## src/design/i2cs_pkg.sv

```systemverilog
// Package for the single-byte I2C slave.
// Holds the transfer phase type shared by the top level; no dependencies.
`timescale 1ns / 1ps

package i2cs_pkg;

  typedef enum logic [1:0] {
    PH_ADDR   = 2'd0,
    PH_RX     = 2'd1,
    PH_TX     = 2'd2,
    PH_IGNORE = 2'd3
  } phase_e;

  localparam logic [6:0] OWN_ADDR_RESET = 7'd87;
  localparam logic [3:0] BC_ACK         = 4'd9;
  localparam logic [3:0] BC_DONE        = 4'd10;
  localparam logic [3:0] BC_LAST_DATA   = 4'd8;

endpackage

```

## src/design/i2cs_if.sv

```systemverilog
// Valid/ready channel interfaces for the single-byte I2C slave.
// Depends on nothing; used by the top level.
`timescale 1ns / 1ps

interface i2cs_in_if;
  logic valid;
  logic ready;
  logic scl_level;
  logic sda_level;

  modport source (output valid, output scl_level, output sda_level, input ready);
  modport sink   (input valid, input scl_level, input sda_level, output ready);
endinterface

interface i2cs_out_if;
  logic       valid;
  logic       ready;
  logic       sda_pull_low;
  logic       rx_valid;
  logic [7:0] rx_byte;
  logic       bus_busy;
  logic       addressed;
  logic       master_nack;

  modport source (output valid, output sda_pull_low, output rx_valid, output rx_byte,
                  output bus_busy, output addressed, output master_nack, input ready);
  modport sink   (input valid, input sda_pull_low, input rx_valid, input rx_byte,
                  input bus_busy, input addressed, input master_nack, output ready);
endinterface

```

## src/design/i2c_slave_single_byte_top.sv

```systemverilog
// Top level of the single-byte I2C slave with a seven-bit address.
// Depends on i2cs_pkg and the channel interfaces in i2cs_if.sv.
`timescale 1ns / 1ps

// Each transaction on the input channel is one sample of the synchronized SCL and SDA
// levels and yields exactly one result transaction in the following cycle. A new sample is
// taken every cycle: the bus state is updated by a single pass of logic at acceptance
// and the result sits in an output register, so the rate is one sample per cycle as long
// as the result side keeps taking results, with the output register's ready path
// setting the only stall.
module i2c_slave_single_byte_top (
  input  logic               clk_i,
  input  logic               rst_ni,
  input  logic               cfg_we_i,
  input  logic [6:0]         cfg_wdata_i,
  i2cs_in_if.sink            in_chan_i,
  i2cs_out_if.source         out_chan_o
);

  logic [6:0]      own_addr_q;
  logic            prev_scl_q, prev_scl_d;
  logic            prev_sda_q, prev_sda_d;
  logic            busy_q, busy_d;
  i2cs_pkg::phase_e phase_q, phase_d;
  logic [3:0]      bit_cnt_q, bit_cnt_d;
  logic [7:0]      shift_q, shift_d;
  logic [7:0]      held_q, held_d;
  logic            drive_q, drive_d;
  logic            rx_pulse, nack_pulse;
  logic [3:0]      bc_inc;
  logic [2:0]      tx_idx;

  logic            out_valid_q;
  logic            rx_valid_q, nack_q, addressed_q;
  logic            accept;

  assign in_chan_i.ready = !out_valid_q || out_chan_o.ready;
  assign accept          = in_chan_i.valid && in_chan_i.ready;

  assign bc_inc = bit_cnt_q + 4'd1;
  assign tx_idx = 3'(i2cs_pkg::BC_LAST_DATA - bc_inc);

  always_comb begin
    prev_scl_d = in_chan_i.scl_level;
    prev_sda_d = in_chan_i.sda_level;
    busy_d     = busy_q;
    phase_d    = phase_q;
    bit_cnt_d  = bit_cnt_q;
    shift_d    = shift_q;
    held_d     = held_q;
    drive_d    = drive_q;
    rx_pulse   = 1'b0;
    nack_pulse = 1'b0;
    if (prev_scl_q && in_chan_i.scl_level && prev_sda_q && !in_chan_i.sda_level) begin
      busy_d    = 1'b1;
      phase_d   = i2cs_pkg::PH_ADDR;
      bit_cnt_d = '0;
      shift_d   = '0;
      drive_d   = 1'b0;
    end else if (prev_scl_q && in_chan_i.scl_level && !prev_sda_q &&
                 in_chan_i.sda_level) begin
      busy_d    = 1'b0;
      phase_d   = i2cs_pkg::PH_ADDR;
      bit_cnt_d = '0;
      drive_d   = 1'b0;
    end else if (busy_q && phase_q != i2cs_pkg::PH_IGNORE) begin
      if (!prev_scl_q && in_chan_i.scl_level) begin
        if (bit_cnt_q inside {[4'd1:4'd8]}) begin
          shift_d = {shift_q[6:0], in_chan_i.sda_level};
        end else if (bit_cnt_q == i2cs_pkg::BC_ACK && phase_q == i2cs_pkg::PH_TX) begin
          shift_d = {7'd0, in_chan_i.sda_level};
        end
      end else if (prev_scl_q && !in_chan_i.scl_level) begin
        bit_cnt_d = bc_inc;
        case (phase_q)
          i2cs_pkg::PH_ADDR: begin
            if (bc_inc == i2cs_pkg::BC_ACK) begin
              if (shift_q[7:1] == own_addr_q) begin
                drive_d = 1'b1;
              end else begin
                phase_d   = i2cs_pkg::PH_IGNORE;
                bit_cnt_d = '0;
              end
            end else if (bc_inc == i2cs_pkg::BC_DONE) begin
              if (shift_q[0]) begin
                phase_d = i2cs_pkg::PH_TX;
                drive_d = !held_q[7];
              end else begin
                phase_d = i2cs_pkg::PH_RX;
                drive_d = 1'b0;
              end
              bit_cnt_d = 4'd1;
              shift_d   = '0;
            end
          end
          i2cs_pkg::PH_RX: begin
            if (bc_inc == i2cs_pkg::BC_ACK) begin
              held_d   = shift_q;
              rx_pulse = 1'b1;
              drive_d  = 1'b1;
            end else if (bc_inc == i2cs_pkg::BC_DONE) begin
              drive_d   = 1'b0;
              bit_cnt_d = 4'd1;
              shift_d   = '0;
            end
          end
          i2cs_pkg::PH_TX: begin
            if (bc_inc inside {[4'd2:4'd8]}) begin
              drive_d = !held_q[tx_idx];
            end else if (bc_inc == i2cs_pkg::BC_ACK) begin
              drive_d = 1'b0;
            end else if (bc_inc == i2cs_pkg::BC_DONE) begin
              nack_pulse = shift_q[0];
              drive_d    = 1'b0;
              phase_d    = i2cs_pkg::PH_IGNORE;
              bit_cnt_d  = '0;
            end
          end
          default: begin
          end
        endcase
      end
    end
  end

  always_ff @(posedge clk_i or negedge rst_ni) begin
    if (!rst_ni) begin
      own_addr_q  <= i2cs_pkg::OWN_ADDR_RESET;
      prev_scl_q  <= 1'b1;
      prev_sda_q  <= 1'b1;
      busy_q      <= 1'b0;
      phase_q     <= i2cs_pkg::PH_ADDR;
      bit_cnt_q   <= '0;
      shift_q     <= '0;
      held_q      <= '0;
      drive_q     <= 1'b0;
      out_valid_q <= 1'b0;
    end else begin
      if (cfg_we_i) begin
        own_addr_q <= cfg_wdata_i;
      end
      if (accept) begin
        prev_scl_q <= prev_scl_d;
        prev_sda_q <= prev_sda_d;
        busy_q     <= busy_d;
        phase_q    <= phase_d;
        bit_cnt_q  <= bit_cnt_d;
        shift_q    <= shift_d;
        held_q     <= held_d;
        drive_q    <= drive_d;
      end
      if (accept) begin
        out_valid_q <= 1'b1;
      end else if (out_chan_o.ready) begin
        out_valid_q <= 1'b0;
      end
    end
  end

  always_ff @(posedge clk_i) begin
    if (accept) begin
      rx_valid_q  <= rx_pulse;
      nack_q      <= nack_pulse;
      addressed_q <= (phase_d == i2cs_pkg::PH_RX) || (phase_d == i2cs_pkg::PH_TX) ||
                     (phase_d == i2cs_pkg::PH_ADDR && drive_d);
    end
  end

  assign out_chan_o.valid        = out_valid_q;
  assign out_chan_o.sda_pull_low = drive_q;
  assign out_chan_o.rx_valid     = rx_valid_q;
  assign out_chan_o.rx_byte      = held_q;
  assign out_chan_o.bus_busy     = busy_q;
  assign out_chan_o.addressed    = addressed_q;
  assign out_chan_o.master_nack  = nack_q;

  // A received byte always arrives inside a selected, busy transfer.
  assert property (@(posedge clk_i) disable iff (!rst_ni)
    out_valid_q && rx_valid_q |-> addressed_q && busy_q && drive_q)
    else $error("rx_valid outside an addressed receive");

  // A master NACK ends the transfer and releases the line.
  assert property (@(posedge clk_i) disable iff (!rst_ni)
    out_valid_q && nack_q |-> !addressed_q && !drive_q && phase_q == i2cs_pkg::PH_IGNORE)
    else $error("master_nack without leaving the transfer");

  // Every accepted sample produces a result in the next cycle.
  assert property (@(posedge clk_i) disable iff (!rst_ni)
    accept |=> out_valid_q)
    else $error("accepted sample produced no result");

endmodule
```

## src/flat_wrapper.sv

```systemverilog
// flat-port wrapper written by rule: the top's interface ports become plain ports
module i2c_slave_single_byte_top_flat 
  (clk_i, rst_ni, cfg_we_i, cfg_wdata_i, in_chan_i_valid, in_chan_i_scl_level, in_chan_i_sda_level, in_chan_i_ready, out_chan_o_valid, out_chan_o_sda_pull_low, out_chan_o_rx_valid, out_chan_o_rx_byte, out_chan_o_bus_busy, out_chan_o_addressed, out_chan_o_master_nack, out_chan_o_ready);
  i2cs_in_if in_chan_i_i ();
  i2cs_out_if out_chan_o_i ();
  input  logic clk_i;
  input  logic rst_ni;
  input  logic cfg_we_i;
  input  logic [6:0] cfg_wdata_i;
  input wire logic [$bits(in_chan_i_i.valid)-1:0] in_chan_i_valid;
  input wire logic [$bits(in_chan_i_i.scl_level)-1:0] in_chan_i_scl_level;
  input wire logic [$bits(in_chan_i_i.sda_level)-1:0] in_chan_i_sda_level;
  output wire logic [$bits(in_chan_i_i.ready)-1:0] in_chan_i_ready;
  output wire logic [$bits(out_chan_o_i.valid)-1:0] out_chan_o_valid;
  output wire logic [$bits(out_chan_o_i.sda_pull_low)-1:0] out_chan_o_sda_pull_low;
  output wire logic [$bits(out_chan_o_i.rx_valid)-1:0] out_chan_o_rx_valid;
  output wire logic [$bits(out_chan_o_i.rx_byte)-1:0] out_chan_o_rx_byte;
  output wire logic [$bits(out_chan_o_i.bus_busy)-1:0] out_chan_o_bus_busy;
  output wire logic [$bits(out_chan_o_i.addressed)-1:0] out_chan_o_addressed;
  output wire logic [$bits(out_chan_o_i.master_nack)-1:0] out_chan_o_master_nack;
  input wire logic [$bits(out_chan_o_i.ready)-1:0] out_chan_o_ready;
  assign in_chan_i_i.valid = in_chan_i_valid;
  assign in_chan_i_i.scl_level = in_chan_i_scl_level;
  assign in_chan_i_i.sda_level = in_chan_i_sda_level;
  assign in_chan_i_ready = in_chan_i_i.ready;
  assign out_chan_o_valid = out_chan_o_i.valid;
  assign out_chan_o_sda_pull_low = out_chan_o_i.sda_pull_low;
  assign out_chan_o_rx_valid = out_chan_o_i.rx_valid;
  assign out_chan_o_rx_byte = out_chan_o_i.rx_byte;
  assign out_chan_o_bus_busy = out_chan_o_i.bus_busy;
  assign out_chan_o_addressed = out_chan_o_i.addressed;
  assign out_chan_o_master_nack = out_chan_o_i.master_nack;
  assign out_chan_o_i.ready = out_chan_o_ready;
  i2c_slave_single_byte_top u_core (.clk_i(clk_i), .rst_ni(rst_ni), .cfg_we_i(cfg_we_i), .cfg_wdata_i(cfg_wdata_i), .in_chan_i(in_chan_i_i), .out_chan_o(out_chan_o_i));
endmodule
```

## config.mk

```make
export PLATFORM = sky130hd
export DESIGN_NAME = i2c_slave_single_byte_top_flat
export DESIGN_NICKNAME = d
export VERILOG_FILES = /design/src/design/i2cs_pkg.sv /design/src/design/i2cs_if.sv /design/src/design/i2c_slave_single_byte_top.sv /design/src/flat_wrapper.sv
export SDC_FILE = /design/constraint.sdc
export NUM_CORES = 1
export LEC_CHECK = 0
export ABC_AREA = 1
export BUFFER_PORTS_ARGS = -buffer_cell sky130_fd_sc_hd__buf_2
export CORE_MARGIN = 4
export CORE_UTILIZATION = 48
export DETAILED_ROUTE_END_ITERATION = 10
export PLACE_DENSITY_LB_ADDON = 0.3
export REMOVE_ABC_BUFFERS = 1
export SYNTH_ARGS = -nofsm -noshare
export SYNTH_HDL_FRONTEND = slang
export SYNTH_SLANG_ARGS = --single-unit
```

## constraint.sdc

```tcl
create_clock -name clk_i -period 7.25 [get_ports clk_i]
set_input_delay 1.45 -clock clk_i [delete_from_list [all_inputs] [get_ports clk_i]]
set_output_delay 1.45 -clock clk_i [all_outputs]
set_load 0.1 [all_outputs]
```

; ---- Word level (Yosys, flattened, before mapping)
; Index checks and enable logic that the tools add are counted.
[classes]
bitwise_logic = 8
reduce_logical = 40
addsub = 2
n_div = 0
eq_ne = 13
n_lt_le_gt_ge = 5
n_mux = 57
n_mul = 0
shifts = 0
[op_table]
columns = operator, count
row1 = $mux 8, 10
row2 = $mux 4, 12
row3 = $mux 2, 12
row4 = $mux 1, 19
row5 = $reduce_and 8->1, 2
row6 = $reduce_bool 3->1, 5
row7 = $logic_and 1x1->1, 13
row8 = $eq 4x4->1 const B, 3
row9 = $pmux 4 s3, 1
row10 = $reduce_or 9->1, 1
row11 = $le 4x4->1 const B, 2
row12 = $not 1->1, 8
row13 = $eq 7x7->1, 1
row14 = $logic_not 1->1, 7
row15 = $ne 3x1->1 const B, 2
row16 = $reduce_bool 2->1, 3
row17 = $reduce_or 6->1, 1
row18 = $add 4x1->4 const B, 1
row19 = $eq 2x1->1 const B, 2
row20 = $eq 2x2->1 const B, 2
row21 = $ge 4x1->1 const B, 1
row22 = $ge 4x2->1 const B, 1
row23 = $logic_not 2->1, 2
row24 = $lt 3x4->1 const B, 1
row25 = other kinds (11), 13
[totals]
elab_cells = 138
ff_bits = 37
in_bits = 14
ram_bits = 0
romBits = 0
out_inout_bits = 15
latchBits = 0
memories = 0

; ---- Depth between registers and ports, before layout
; Gate-level depths: netlist of the first run.
[logic_depth]
depth_word = 14
ltp_mapped = 16
ltp_nobuf = 16

; ---- Least setup slack after synthesis of the first run
; No wires, ideal clock.
[synth_timing]
path_kind = input to output
start = in out_chan_o_ready
end = out in_chan_i_ready
required_time_ps = 5800
cell_stages = 2
arrival_time_ps = 2139
path_buffers = 0
path_slack_ps = 3661
path_cell_list = inv_1 nand2_1
[synth_via]
elab_chain_cells = 1
[synth_lines]
columns = item, line
row1 = from (decl), flat_wrapper.sv:21  ; input wire logic [$bits(out_chan_o_i.ready)-1:0] out_chan_o_ready;
row2 = $logic_or 1x1->1, i2c_slave_single_byte_top.sv:37  ; assign in_chan_i.ready = !out_valid_q || out_chan_o.ready;
row3 = to (decl), flat_wrapper.sv:13  ; output wire logic [$bits(in_chan_i_i.ready)-1:0] in_chan_i_ready;
; No other way between the ends.

; ---- Worst setup path after layout of the first run
; Same ends and word-level chain as after synthesis.

==> results of run 1 <==
[metrics by stage]
step / util (%) / hold slack [ns]
3_5_place_dp: 53.6 / 0.494
6_report: 55.5 / 0.503
2_1_floorplan: - / 0.469
4_1_cts: 55.5 / 0.507
5_1_grt: 55.5 / 0.538
3_3_place_gp: 53.6 / 0.488
[per-layer routing]
metal	track usage, %	wire length [microns]	up-vias
met5	0	0	-
met4	6.01	74	0
met3	3.97	219	7
met2	29.2	2460	50
met1	23.0	2340	917
li1	-	-	1014
[kinds of logic after synthesis]
family | share of synthesized area (%)
multiplexers | 4.49
buffers and inverters | 8.21
XOR/XNOR | 1.81
AO/OA/AOI/OAI | 8.93
AND/OR/NAND/NOR | 33.2
flip-flops | 39.2
adder cells (fa/ha/maj) | 4.13
[registers in the layout (all words and copies together), names as in the netlist]
| register | flops |
|---|---|
| u_core.out_chan_o.addressed | 1 |
| u_core.prev_scl_q | 1 |
| u_core.out_chan_o.sda_pull_low | 1 |
| u_core.out_chan_o.rx_byte | 8 |
| u_core.shift_q | 8 |
| u_core.out_chan_o.rx_valid | 1 |
| u_core.out_chan_o.master_nack | 1 |
| u_core.out_chan_o.bus_busy | 1 |
| u_core.bit_cnt_q | 4 |
| u_core.out_chan_o.valid | 1 |
| u_core.own_addr_q | 7 |
| u_core.phase_q | 2 |
| u_core.prev_sda_q | 1 |
[Yosys cell counts, drive strengths merged]
master / n / area, sq um
clkbuf: 2 / 7.51
a31oi: 1 / 6.26
nor3: 2 / 21.3
a21oi: 7 / 35.0
buf: 5 / 56.3
edfxtp: 3 / 90.1
and3: 1 / 6.26
inv: 34 / 135
nand4: 8 / 80.1
ha: 8 / 100
nand3: 26 / 195
o21ai: 26 / 160
nor2: 23 / 114
nand2: 97 / 377
dfstp: 7 / 184
mux2: 9 / 109
xor2: 5 / 43.8
dfrtp: 27 / 676
or2: 1 / 6.26
a22oi: 1 / 7.51
o31ai: 1 / 7.51
nor4: 1 / 6.26
[critical path: stages]
cell and delay, ns:
buf_2 0.07, inv_1 0.03, nand2_1 0.08, buf_2 0.43
[worst max-delay path by stage]
stage	slack (ns)	end	from	depth (start not counted)
5_1_grt	3.68	in_chan_i_ready	out_chan_o_ready	4
6_report	3.73	in_chan_i_ready	out_chan_o_ready	4
3_3_place_gp	3.75	in_chan_i_ready	out_chan_o_ready	4
3_5_place_dp	3.74	in_chan_i_ready	out_chan_o_ready	4
4_1_cts	3.74	in_chan_i_ready	out_chan_o_ready	4
2_1_floorplan	3.66	in_chan_i_ready	out_chan_o_ready	2
[power breakdown]
| group | internal, mW | switching (mW) | total [mW] | leakage, nW |
|---|---|---|---|---|
| Sequential | 0.228 | 0.0243 | 0.252 | 0.466 |
| Combinational | 0.0554 | 0.146 | 0.201 | 0.804 |
| Clock | 0.0682 | 0.0800 | 0.148 | 0.0445 |
[area by class of cell]
class	count	area share [%]
Tap cell	67	3.14
Inverter	34	5.05
Sequential cell	37	35.5
Multi-Input combinational cell	217	47.7
Clock buffer	5	2.57
Timing Repair Buffer	28	5.24
Clock inverter	3	0.796
==> flow_summary.ini, run 1 <==
[detailed_routing]
drt_iter0_drc = 143
wire_per_inst_microns = 13.0
antenna_left = 0
drc = 0
vias = 1988
finalWirelength_mm = 5.09
first_pass_iters = 4
vias_per_cell = 5.08

[logic_synthesis]
synth_area_sq_um = 2420
yosysWarnings = 0
ys_ff_latch = 37
yosysSeqAreaShare_pct = 39.2
synthCells = 295
ys_types = 35
synth_area_per_cell_sq_um = 8.22

[clocking]
clk_latency_ns = 0.30
cts.clk_slew.worst_paths_ns = 0.07
cts_tree = done
clockBufferDepth = 2
cts-hold-fix-buffers = 0
cts.sink_count = 37
cts_setup_buffers = 0
cts_buffers = 5
ctsResizeCount = 0
htreeDepth = 2
cts-root-buf = clkbuf_8

[power_and_ir_drop]
cellPowerDensity_nw_per_um2 = 225
power_mw = 0.602
peakVddDrop_mv = 0.163
p_leak_nw = 1.31

[worst_setup_path]
start_kind = input pin
ff2ff_path_depth = 15
r2r-start = u_core.bit_cnt_q[0]
reg2reg_slack_ns = 4.43
critPathKind = input pin to primary output
required_ns = 5.80
critPathMaxFanout = 3
end_kind = primary output
r2r-end = u_core.out_chan_o.addressed
cp_data_arrival_time_ns = 2.07

[grt]
track_usage_pct = 17.7
grt_max_degree = 35
grt_pass1_wl_mm = 8.74
overflow = 0
antenna_found_initial = 0
grt_pass1_vias = 1913

[layout]
final_common_cell = nand2_1
drive_gt1_share_pct = 26.2
stdcell_count = 391
multi_input_area_sq_um = 1270
final_cell_mix = nand2_1 (94), buf_2 (28), inv_1 (27), dfrtp_1 (27), nand3_1 (19)
register_area_sq_um = 950
fillers = 454
syn2layout_area_growth_pct = 10.3
finish.instance_area_sq_um = 2670
fin_nets = 345
n_antenna_cell = 0

[sta]
slew_headroom_pct = 48.4
worst_pin_slew_ns = 0.769
drv_slew = 0
setup_viol = 0
maxClockFrequency_ghz = 0.284
skew_ns = 0.00703
setup_ws_ns = 3.73
fin_crit_sh_pct = 48.5
hold_viol = 0
period_minus_slack_ns = 3.52
finalSetupTns_ns = 0
rsz0062_at_grt = no

[outcome]
status = completed

[floorplanning]
ioPinCount = 29
num_rows = 25
die_w_microns = 79.1
dieArea_sq_um = 6250
die_h_microns = 79.1
core_area_sq_um = 4820
start_util_pct = 50.3

[placed_design]
placed_cells = 383
gp_congestion = 0.879
dpl.hpwl_mm = 3.91
placed_area_sq_um = 2580
port_buffers = 28
dpl_worst_slack_ns = 3.74

[worst_hold_path]
worstHoldStart = u_core.own_addr_q[6]
min_to = u_core.own_addr_q[6]
min_path_cells = 2
hold_path.class = register to register

[flow_run]
cap_violations = 0
Power figures use the tool's default switching activity.
==> inputs of run 2 (changes only) <==
--- a/config.mk
+++ b/config.mk
@@ -5,7 +5,7 @@
 export SDC_FILE = /design/constraint.sdc
 export NUM_CORES = 1
 export LEC_CHECK = 0
-export ABC_AREA = 1
+export ABC_AREA = 0
 export BUFFER_PORTS_ARGS = -buffer_cell sky130_fd_sc_hd__buf_2
 export CORE_MARGIN = 4
 export CORE_UTILIZATION = 48
==> constraint.sdc (replaced) <==
create_clock -name clk_i -period 3.39 [get_ports clk_i]
set_input_delay 0.678 -clock clk_i [delete_from_list [all_inputs] [get_ports clk_i]]
set_output_delay 0.678 -clock clk_i [all_outputs]
set_load 0.1 [all_outputs]
==> run 2 against run 1 <==
Effect of this change: synthesized cell count is 33% lower; register-to-register slack worse by 4.1 ns; worst setup slack worse by 3.4 ns; clock power is 110% higher; design area is 8.1% lower; core utilization is 0.13 points higher; final cell count is 28% lower; clock skew hardly changed; die area is 8.1% lower; largest cell class unchanged.
==> flow_summary.ini, run 2 <==
[floorplanning]
die_w_microns = 75.8
core_area_sq_um = 4410
start_util_pct = 50.0
die_h_microns = 75.8
ioPinCount = 29
dieArea_sq_um = 5740
num_rows = 24

[sta]
maxClockFrequency_ghz = 0.328
slew_headroom_pct = 49.8
period_minus_slack_ns = 3.05
fin_crit_sh_pct = 90.0
rsz0062_at_grt = no
setup_viol = 0
hold_viol = 0
drv_slew = 0
skew_ns = 0.00678
finalSetupTns_ns = 0
hold-worst-slack_ns = 0.440
worst_pin_slew_ns = 0.753

[logic_synthesis]
ys_types = 58
synth_area_per_cell_sq_um = 11.1
yosysSeqAreaShare_pct = 43.1
synth_area_sq_um = 2210
ys_ff_latch = 37
yosysTopAreaCell = dfrtp_1
ys_top_cells_by_count = dfrtp_1 (27), mux2_2 (16), nand2_1 (16), a22o_1 (11), o21ai_0 (11)
async_flop_share_pct = 91.9
synth_edf_count = 3
ys_top_cells_by_area = dfrtp_1 (31%), dfstp_2 (8.3%), mux2_2 (8.2%)
synth_top_area_share_pct = 30.6
synth_most_common_cell = dfrtp_1
synthCells = 199
synthFlopType = dfrtp_1
yosysWarnings = 0

[detailed_routing]
first_pass_iters = 5
drt_iter0_drc = 77
finalWirelength_mm = 4.50
vias_per_cell = 5.92
antenna_left = 0
wire_per_inst_microns = 16.1
drc = 0
vias = 1657

[worst_setup_path]
cp_data_arrival_time_ns = 3.09
path_cells = ha_1, and2_1, and4bb_2, a31oi_4, nor4_2, a22o_1, o21ai_0, ha_1, o21ai_0, nor2_1, a31oi_1, o31ai_1
path_delay_family = simple AND/OR/NAND/NOR gates
r2r-end = u_core.out_chan_o.addressed
cp_num_buf_inv = 0
required_ns = 3.43
cpPeakStageDelay_ns = 0.54
critPathKind = register to register
reg2reg_slack_ns = 0.34
end_kind = register
ff2ff_path_depth = 12
start_kind = register
r2r-start = u_core.bit_cnt_q[0]
critPathMaxFanout = 11
cp_slowest_cell = dfrtp_1

[clocking]
ctsResizeCount = 0
cts.sink_count = 37
cts-hold-fix-buffers = 0
cts.clk_slew.worst_paths_ns = 0.08
clockBufferDepth = 2
clk_latency_ns = 0.29
cts_buffers = 5
htreeDepth = 2
cts_setup_buffers = 0
cts-root-buf = clkbuf_8
cts_tree = done

[placed_design]
port_buffers = 28
dpl.hpwl_mm = 3.33
gp_congestion = 0.834

[flow_run]
cap_violations = 0

[layout]
final_cell_mix = buf_2 (28), dfrtp_1 (27), nand2_1 (16), mux2_2 (16)
syn2layout_area_growth_pct = 11.3
fillers = 388
final_common_cell = buf_2
drive_gt1_share_pct = 32.5
n_antenna_cell = 0
fin_nets = 249

[power_and_ir_drop]
peakVddDrop_mv = 0.280
p_leak_nw = 1.10
cellPowerDensity_nw_per_um2 = 526

[grt]
overflow = 0
antenna_found_initial = 0
grt_pass1_vias = 1619
grt_pass1_wl_mm = 7.71
track_usage_pct = 17.7
grt_max_degree = 35

[outcome]
status = completed

[worst_hold_path]
hold_path.class = input pin to async pin
run 2: area by class of cell:
type / instances / area, sq um / area share (%)
Tap cell: 52 / 65.1 / 2.65
Multi-Input combinational cell: 146 / 1180 / 48.1
Sequential cell: 37 / 950 / 38.7
Clock inverter: 3 / 16.3 / 0.662
Clock buffer: 5 / 68.8 / 2.80
Inverter: 9 / 33.8 / 1.38
Timing Repair Buffer: 28 / 140 / 5.71
run 2: worst reg2reg max path, delay by kind of cell (launching register included):
family / cells / cell delay [ns]
and+or+nand+nor: 4 / 0.95
AOI/OAI and AO/OA: 6 / 0.77
DFF: 1 / 0.54
adders and majority gates: 2 / 0.53
run 2: metrics by stage:
step                cells  power (mW)  cell area (sq um)  utilization (%)  setup WS, ns
global placement      272       0.987               2370             53.7         0.545
finish                280        1.29               2460             55.6         0.339
floorplan             192       0.890               2170                -         0.356
CTS                   280        1.30               2460             55.6         0.376
global route          280        1.38               2460             55.6        0.0949
detailed placement    272       0.994               2370             53.7         0.420
run 2: per-layer routing:
layer | vias to the layer above | global-route usage [%] | wire length, microns
met5 | - | 0 | 0
met4 | 0 | 6.80 | 52
met3 | 5 | 4.35 | 258
met2 | 53 | 26.5 | 2100
met1 | 808 | 24.5 | 2090
li1 | 791 | - | -
run 2: power by group:
| group | leakage (nW) | total (mW) | internal (mW) | switching (mW) |
|---|---|---|---|---|
| Clock | 0.0482 | 0.305 | 0.142 | 0.162 |
| Combinational | 0.596 | 0.416 | 0.169 | 0.247 |
| Sequential | 0.457 | 0.571 | 0.499 | 0.0723 |
| Total | 1.10 | 1.29 | 0.810 | 0.482 |
run 2: worst max path at each step:
stage | from | endpoint | slack (ns) | cells past startpoint
6_report | u_core.bit_cnt_q[0] | u_core.out_chan_o.addressed | 0.34 | 12
5_1_grt | u_core.bit_cnt_q[0] | u_core.out_chan_o.addressed | 0.09 | 12
4_1_cts | u_core.bit_cnt_q[0] | u_core.out_chan_o.addressed | 0.38 | 12
3_5_place_dp | u_core.bit_cnt_q[0] | u_core.out_chan_o.addressed | 0.42 | 12
3_3_place_gp | u_core.bit_cnt_q[0] | u_core.out_chan_o.addressed | 0.55 | 12
2_1_floorplan | u_core.out_chan_o.valid | u_core.out_chan_o.rx_byte[7] | 0.36 | 6
run 2: cell families after synthesis:
logic type	after synthesis	share of synthesized area (%)
multiplexers	20	11.6
flip-flops	37	43.1
AO/OA/AOI/OAI	52	17.8
XOR/XNOR	10	4.31
adder cells (fa/ha/maj)	8	4.54
buffers and inverters	16	3.35
AND/OR/NAND/NOR	56	15.4
==> inputs of run 3 (changes only) <==
--- a/config.mk
+++ b/config.mk
@@ -7,10 +7,11 @@
 export LEC_CHECK = 0
 export ABC_AREA = 0
 export BUFFER_PORTS_ARGS = -buffer_cell sky130_fd_sc_hd__buf_2
+export CAP_MARGIN = 20
 export CORE_MARGIN = 4
-export CORE_UTILIZATION = 48
+export CORE_UTILIZATION = 50
 export DETAILED_ROUTE_END_ITERATION = 10
-export PLACE_DENSITY_LB_ADDON = 0.3
+export PLACE_DENSITY = 0.71
 export REMOVE_ABC_BUFFERS = 1
 export SYNTH_ARGS = -nofsm -noshare
 export SYNTH_HDL_FRONTEND = slang
==> run 3 against run 2 <==
Effect of this change: first-iteration DRC count rose by 71%; core utilization rose by 3.7 points; total power rose by 1.4%; worst setup slack improved by 0.096 ns; global-route usage rose by 0.70 points; sequential share of layout area fell by 0.059 points; via count did not move; clock power rose by 5%; fmax rose by 3.2%; flip-flop and latch count did not move.
==> flow_summary.ini, run 3 (synthesized netlist as in run 2, its figures left out) <==
[outcome]
status = completed

[floorplanning]
ioPinCount = 29
die_w_microns = 74.4
die_h_microns = 74.4
core_area_sq_um = 4140
num_rows = 23
dieArea_sq_um = 5540
start_util_pct = 53.2

[clocking]
cts_tree = done
cts-hold-fix-buffers = 0
clockBufferDepth = 2
clk_latency_ns = 0.30
cts_buffers = 5
cts-root-buf = clkbuf_8
cts_setup_buffers = 0
ctsResizeCount = 0
cts.sink_count = 37
cts.clk_slew.worst_paths_ns = 0.08
htreeDepth = 2

[grt]
grt_pass1_wl_mm = 7.63
antenna_found_initial = 0
track_usage_pct = 18.4
overflow = 0
grt_max_degree = 35
grt_pass1_vias = 1649

[worst_setup_path]
critPathKind = register to register
start_kind = register
critPathMaxFanout = 11
end_kind = register
cp_data_arrival_time_ns = 3.01
required_ns = 3.44

[layout]
drive_gt1_share_pct = 32.5
fillers = 354
final_cell_mix = buf_2 (28), dfrtp_1 (27), nand2_1 (16), mux2_2 (16)
syn2layout_area_growth_pct = 11.5
multi_input_area_sq_um = 1180
n_antenna_cell = 0
final_common_cell = buf_2
register_area_sq_um = 950
fin_nets = 249

[placed_design]
dpl.hpwl_mm = 3.28
gp_congestion = 0.869
port_buffers = 28

[sta]
worst_pin_slew_ns = 0.743
rsz0062_at_grt = no
hold_viol = 0
finalSetupTns_ns = 0
skew_ns = 0.00810
setup_viol = 0
slew_headroom_pct = 50.0
maxClockFrequency_ghz = 0.338
drv_slew = 0
period_minus_slack_ns = 2.96
fin_crit_sh_pct = 87.2

[power_and_ir_drop]
combPwrFrac_pct = 31.9
p_clk_share_pct = 24.5
netSwitchingFraction_pct = 37.9
p_int_mw = 0.813
peakVddDrop_mv = 0.274
cellPowerDensity_nw_per_um2 = 532
power_frac_seq_pct = 43.6
power_mw = 1.31
p_sw_mw = 0.497
p_leak_nw = 1.10

[detailed_routing]
antenna_left = 0
vias_per_cell = 5.96
drt_iter0_drc = 132
drc = 0
wire_per_inst_microns = 15.9
finalWirelength_mm = 4.42
first_pass_iters = 4
vias = 1657

[flow_run]
cap_violations = 0

[worst_hold_path]
hold_path.class = input pin to async pin
-- run 3: final cells by class --
| type | count | area share [%] |
|---|---|---|
| clock buffers | 5 | 2.80 |
| clock inverters | 3 | 0.916 |
| inverters | 9 | 1.37 |
| multi-input cells | 146 | 48.1 |
| flip-flops and latches | 37 | 38.6 |
| well taps | 50 | 2.54 |
| repair buffers | 28 | 5.70 |
-- run 3: stage by stage --
| stage | utilization, % | worst slack (ns) | hold WS, ns | instances | area [sq um] |
|---|---|---|---|---|---|
| floorplan | - | 0.356 | 0.382 | 192 | 2170 |
| global placement | 57.2 | 0.555 | 0.511 | 270 | 2370 |
| detailed placement | 57.2 | 0.445 | 0.519 | 270 | 2370 |
| CTS | 59.4 | 0.445 | 0.469 | 278 | 2460 |
| global route | 59.4 | 0.183 | 0.512 | 278 | 2460 |
| finish | 59.4 | 0.435 | 0.439 | 278 | 2460 |
-- run 3: final timing paths --
path,cells past startpoint,endpoint,startpoint,slack [ns]
worst max-delay path,12,u_core.out_chan_o.addressed,u_core.bit_cnt_q[0],0.43
min in group clk_i,1,u_core.own_addr_q[3],u_core.own_addr_q[3],0.53
max in group asynchronous,1,u_core.out_chan_o.rx_byte[1],rst_ni,2.47
worst max register to register,12,u_core.out_chan_o.addressed,u_core.bit_cnt_q[0],0.43
worst min register to register,1,u_core.own_addr_q[3],u_core.own_addr_q[3],0.53
worst min-delay path,1,u_core.bit_cnt_q[3],rst_ni,0.44
-- run 3: power groups by stage --
stage / Clock (mW) / Sequential (mW) / Combinational [mW]
6_report: 0.320 / 0.571 / 0.418
3_5_place_dp: 0 / 0.580 / 0.415
2_1_floorplan: 0 / 0.594 / 0.297
4_1_cts: 0.329 / 0.572 / 0.418
3_3_place_gp: 0 / 0.579 / 0.411
5_1_grt: 0.344 / 0.582 / 0.461
-- run 3: routing by layer --
metal / GRT usage [%] / share of wire [%]
met4: 8.89 / 2.4
met1: 23.2 / 42
met2: 29.8 / 50
met5: 0 / 0
met3: 4.19 / 5.8
-- run 3: critical path, stage by stage, from the launching register on --
cell	delay, ns
dfrtp_1	0.55
ha_1	0.32
and2_1	0.21
and4bb_2	0.29
a31oi_4	0.06
nor4_2	0.33
a22o_1	0.21
o21ai_0	0.08
ha_1	0.21
o21ai_0	0.12
nor2_1	0.07
a31oi_1	0.18
o31ai_1	0.09
